### config.mk
export PLATFORM = sky130hd
export DESIGN_NAME = lms_ram
export DESIGN_NICKNAME = d
export VERILOG_FILES = /design/src/design/lms_adaptive_fir_assert.svh /design/src/design/lms_ram.sv
export SDC_FILE = /design/constraint.sdc
export NUM_CORES = 2
export LEC_CHECK = 0
export BUFFER_PORTS_ARGS = -buffer_cell sky130_fd_sc_hd__buf_2
export CORE_MARGIN = 2
export CORE_UTILIZATION = 55
export CTS_BUF_LIST = sky130_fd_sc_hd__clkbuf_4
export CTS_CLUSTER_DIAMETER = 80
export DETAILED_ROUTE_END_ITERATION = 16
export GPL_ROUTABILITY_DRIVEN = 0
export PLACE_DENSITY = 0.73
export SYNTH_ARGS = -nofsm -noshare
export SYNTH_HDL_FRONTEND = slang
export SYNTH_SLANG_ARGS = --single-unit
### constraint.sdc
create_clock -name clk -period 2.2 [get_ports clk]
set_input_delay 0.11 -clock clk [delete_from_list [all_inputs] [get_ports clk]]
set_output_delay 0.11 -clock clk [all_outputs]
set_load 0.01 [all_outputs]
### src/design/lms_adaptive_fir_assert.svh
// Assertion macros shared by the LMS adaptive filter RTL.
`ifndef LMS_ADAPTIVE_FIR_ASSERT_SVH
`define LMS_ADAPTIVE_FIR_ASSERT_SVH

// Same-cycle implication, checked out of reset.
`define LMS_ASSERT_IMPLY(label, clk, rst_n, ante, cons) \
    label: assert property (@(posedge clk) disable iff (!rst_n) (ante) |-> (cons)) \
        else $error("lms_adaptive_fir: same-cycle check failed");

// Next-cycle implication, checked out of reset.
`define LMS_ASSERT_NEXT(label, clk, rst_n, ante, cons) \
    label: assert property (@(posedge clk) disable iff (!rst_n) (ante) |=> (cons)) \
        else $error("lms_adaptive_fir: next-cycle check failed");

`endif

### src/design/lms_ram.sv
`timescale 1ns / 1ps

// Simple dual-port RAM, one write and one registered read port
module lms_ram #(
    parameter int WIDTH = 16,
    parameter int DEPTH = 256
) (
    input  logic                     clk,
    input  logic                     we,
    input  logic [$clog2(DEPTH)-1:0] waddr,
    input  logic [WIDTH-1:0]         wdata,
    input  logic [$clog2(DEPTH)-1:0] raddr,
    output logic [WIDTH-1:0]         rdata
);

    logic [WIDTH-1:0] mem [DEPTH];

    always_ff @(posedge clk)
    begin
        if (we)
        begin
            mem[waddr] <= wdata;
        end
        rdata <= mem[raddr];
    end

endmodule

==> impl_metrics.py <==
metrics = {
    "run_status": {
        "status": "complete, but fails checks",
        "violations": "setup timing",
    },
    "worst_setup_path": {
        "crit_end": "rdata[4]",
        "crit_type": "in2reg",
        "startpoint": "raddr[2]",
        "worstPathArrival_ns": 4.11,
        "r2r-end": "rdata[9]",
        "critPathLaunchType": "input pin",
        "end_kind": "flop",
        "critPathRequiredTime_ns": 3.71,
        "r2r-start": "mem[55][9]",
        "reg2reg_slack_ns": -0.32,
        "critPathMaxFanout": 36,
        "ff2ff_path_depth": 6,
    },
    "grt": {
        "grtUsageTotal_pct": 28.95,
        "grt_max_degree": 105,
        "grt_pass1_wl_mm": 608.0,
        "antenna_found_initial": 21,
        "grt-ovfl-total": 0,
        "first_global_vias": 87160,
    },
    "synth": {
        "synth_seq_cells": 4112,
        "synth-edff-count": 4096,
        "ys.flop_type": "edfxtp_1",
        "synth_cells": 7360,
        "syn_nets": 7394,
        "seq_area_frac_synth_pct": 77.70,
        "syn_area_um2": 158700,
        "ys.warnings.count": 0,
        "yosys.area.top_type": "edfxtp_1",
        "synth_top_area_share_pct": 77.50,
        "synthTopCellsByArea": "edfxtp_1, mux4_2, mux2i_1",
        "synth.distinct_cells": 52,
        "synth.avg_cell_area_um2": 21.56,
        "async_flop_share_pct": 0,
    },
    "clocking": {
        "cts_setup_buffers": 0,
        "cts_root_buffer": "clkbuf_4",
        "cts_buffers": 949,
        "tritoncts": "yes",
        "insertion_delay_ns": 1.68,
        "clockBufferDepth": 4,
        "clock_sinks": 4112,
        "clk_pin_slew_ns": 0.06,
        "htree_levels": 6,
    },
    "detailed_routing": {
        "vias": 86630,
        "vias_per_cell": 6.386,
        "routed_wirelength_mm": 424.3,
        "drc": 0,
        "ant_nets": 0,
        "dr.pass1.iters": 8,
        "wire_per_inst_um": 31.27,
        "drt_iter0_drc": 11580,
    },
    "sta": {
        "tns_ns": -8.849,
        "worst_pin_slew_ns": 1.157,
        "rsz0062_at_grt": "yes",
        "timing.final.crit_share_pct": 118.3,
        "finalSetupViolCount": 201,
        "hold_violations": 0,
        "fin_ws_ns": -0.4026,
        "max_freq_mhz": 384.2,
        "fin_crit_ns": 2.603,
        "drv_slew": 0,
        "maxSlewHeadroom_pct": 22.26,
        "skew_ns": 0.1332,
    },
    "floorplanning": {
        "dieWidth_um": 541.2,
        "ios": 50,
        "rows": 197,
        "die-area_um2": 292900,
        "start_util_pct": 55.18,
        "fp.dieH_um": 541.2,
        "design.core.area_um2": 287700,
    },
    "finish": {
        "final_area_um2": 187300,
        "final_cells": 13570,
        "fillers": 18300,
        "nets": 9075,
        "layout-drive-gt1-share_pct": 36.69,
        "area_delta_synth_final_pct": 17.99,
        "postLayoutCoreUtil_pct": 65.10,
    },
    "power": {
        "p_leak_nw": 62.00,
        "ir_worst_vdd_uv": 597.2,
        "p_per_area_nw_per_um2": 831.7,
    },
    "place": {
        "hpwl_mm": 265.0,
        "io_buffers": 49,
        "placed_cell_area_um2": 173000,
        "dp_slack_ns": -1.632,
        "placed_cells": 11780,
    },
    "worst_hold_path": {
        "hp-class": "in2reg",
    },
    "job": {
        "drv_cap": 0,
    },
}
[through the flow]
stage / total power [mW] / hold WS [ns]
floorplan: 92.37 / 0.2089
global placement: 97.04 / 0.4310
detailed placement: 97.26 / 0.4310
CTS: 156.6 / 0.003801
global route: 160.7 / 0.007289
finish: 155.7 / 0.03454
[logic make-up (layout without fill, tap and decap cells)]
group,count (synthesis),count (layout),synth area share (%)
AND/OR/NAND/NOR,556,556,1.574
flip-flops,4112,4112,77.70
AO/OA/AOI/OAI,786,786,3.537
other,0,13,0
multiplexers,1450,1450,15.50
buffers and inverters,456,2868,1.693
[cells in the mapped netlist, types with 32 or more instances]
| master | n |
|---|---|
| a21oi_1 | 175 |
| a22o_1 | 32 |
| a22oi_1 | 43 |
| buf_2 | 76 |
| buf_6 | 77 |
| clkbuf_1 | 230 |
| edfxtp_1 | 4096 |
| mux2_2 | 88 |
| mux2i_1 | 565 |
| mux4_2 | 797 |
| nand2_1 | 38 |
| nand3_1 | 35 |
| nor2_1 | 304 |
| nor3_1 | 92 |
| o21ai_0 | 37 |
| o221ai_1 | 252 |
| o22ai_1 | 148 |
[worst max-delay path, stage by stage]
cell	delay [ns]
dlygate4sd3_1	0.54
clkbuf_8	0.20
dlygate4sd3_1	0.70
buf_4	0.26
buf_4	0.20
buf_4	0.48
a21oi_1	0.09
nor3_1	0.77
nor3_1	0.21
buf_4	0.21
nor4_2	0.22
[timing repair]
| action | in CTS | in global routing |
|---|---|---|
| endpoints found under the hold margin | 8208 | 45 |
| pin swaps | 33 | 15 |
| hold buffers | 100 | 1 |
| setup endpoints to repair | 32 | 340 |
| resized for setup | 164 | 46 |
[routing by layer]
layer  global-route usage, %  vias up  part of all wire [%]
met3                   7.367      953                    12
met1                   38.72    44540                    36
met2                   44.79     5718                    47
met5                       0        -                 0.012
met4                   14.21        8                   5.1
li1                        -    35410                     -
[final cells by class]
cell class | count | area (um2) | share of cell area, %
flip-flops and latches | 4112 | 123400 | 65.88
well taps | 3781 | 4731 | 2.526
diodes | 13 | 32.53 | 0.01737
multi-input cells | 2792 | 33620 | 17.96
repair buffers | 1182 | 13400 | 7.157
inverters | 4 | 27.53 | 0.01470
clock buffers | 1339 | 10050 | 5.368
clock inverters | 343 | 2019 | 1.078
[power by group]
group          switching (mW)  total, mW  internal (mW)
registers               0.171       86.5           86.3
logic                    5.87       9.80           3.93
clock network            30.3       59.5           29.2
total                    36.3        156            119
[worst min-delay path by stage]
stage,cells past startpoint,endpoint,startpoint
final,6,mem[139][5],waddr[1]
after global routing,6,mem[139][8],waddr[1]
after CTS,4,mem[107][11],wdata[11]
after detailed placement,1,mem[242][3],wdata[3]
after global placement,1,mem[243][3],wdata[3]
after floorplan,0,mem[0][0],wdata[0]
[placed cells by master, fill, tap and decap left out, types with 34 or more instances in the layout]
cell type,n
clkinv_1,248
o22ai_1,148
mux2_2,81
nor3_1,90
dlygate4sd3_1,82
edfxtp_1,4096
buf_4,719
nor2_1,270
a21oi_1,175
buf_12,309
mux2i_1,565
o221ai_1,252
nor2_2,34
clkbuf_4,1339
o21ai_0,37
mux4_2,797
[registers in the layout, summed over array words and instances (netlist names)]
| register | flops |
|---|---|
| mem | 4096 |
| rdata | 16 |
Note: power is estimated with default switching activity, not from simulation.
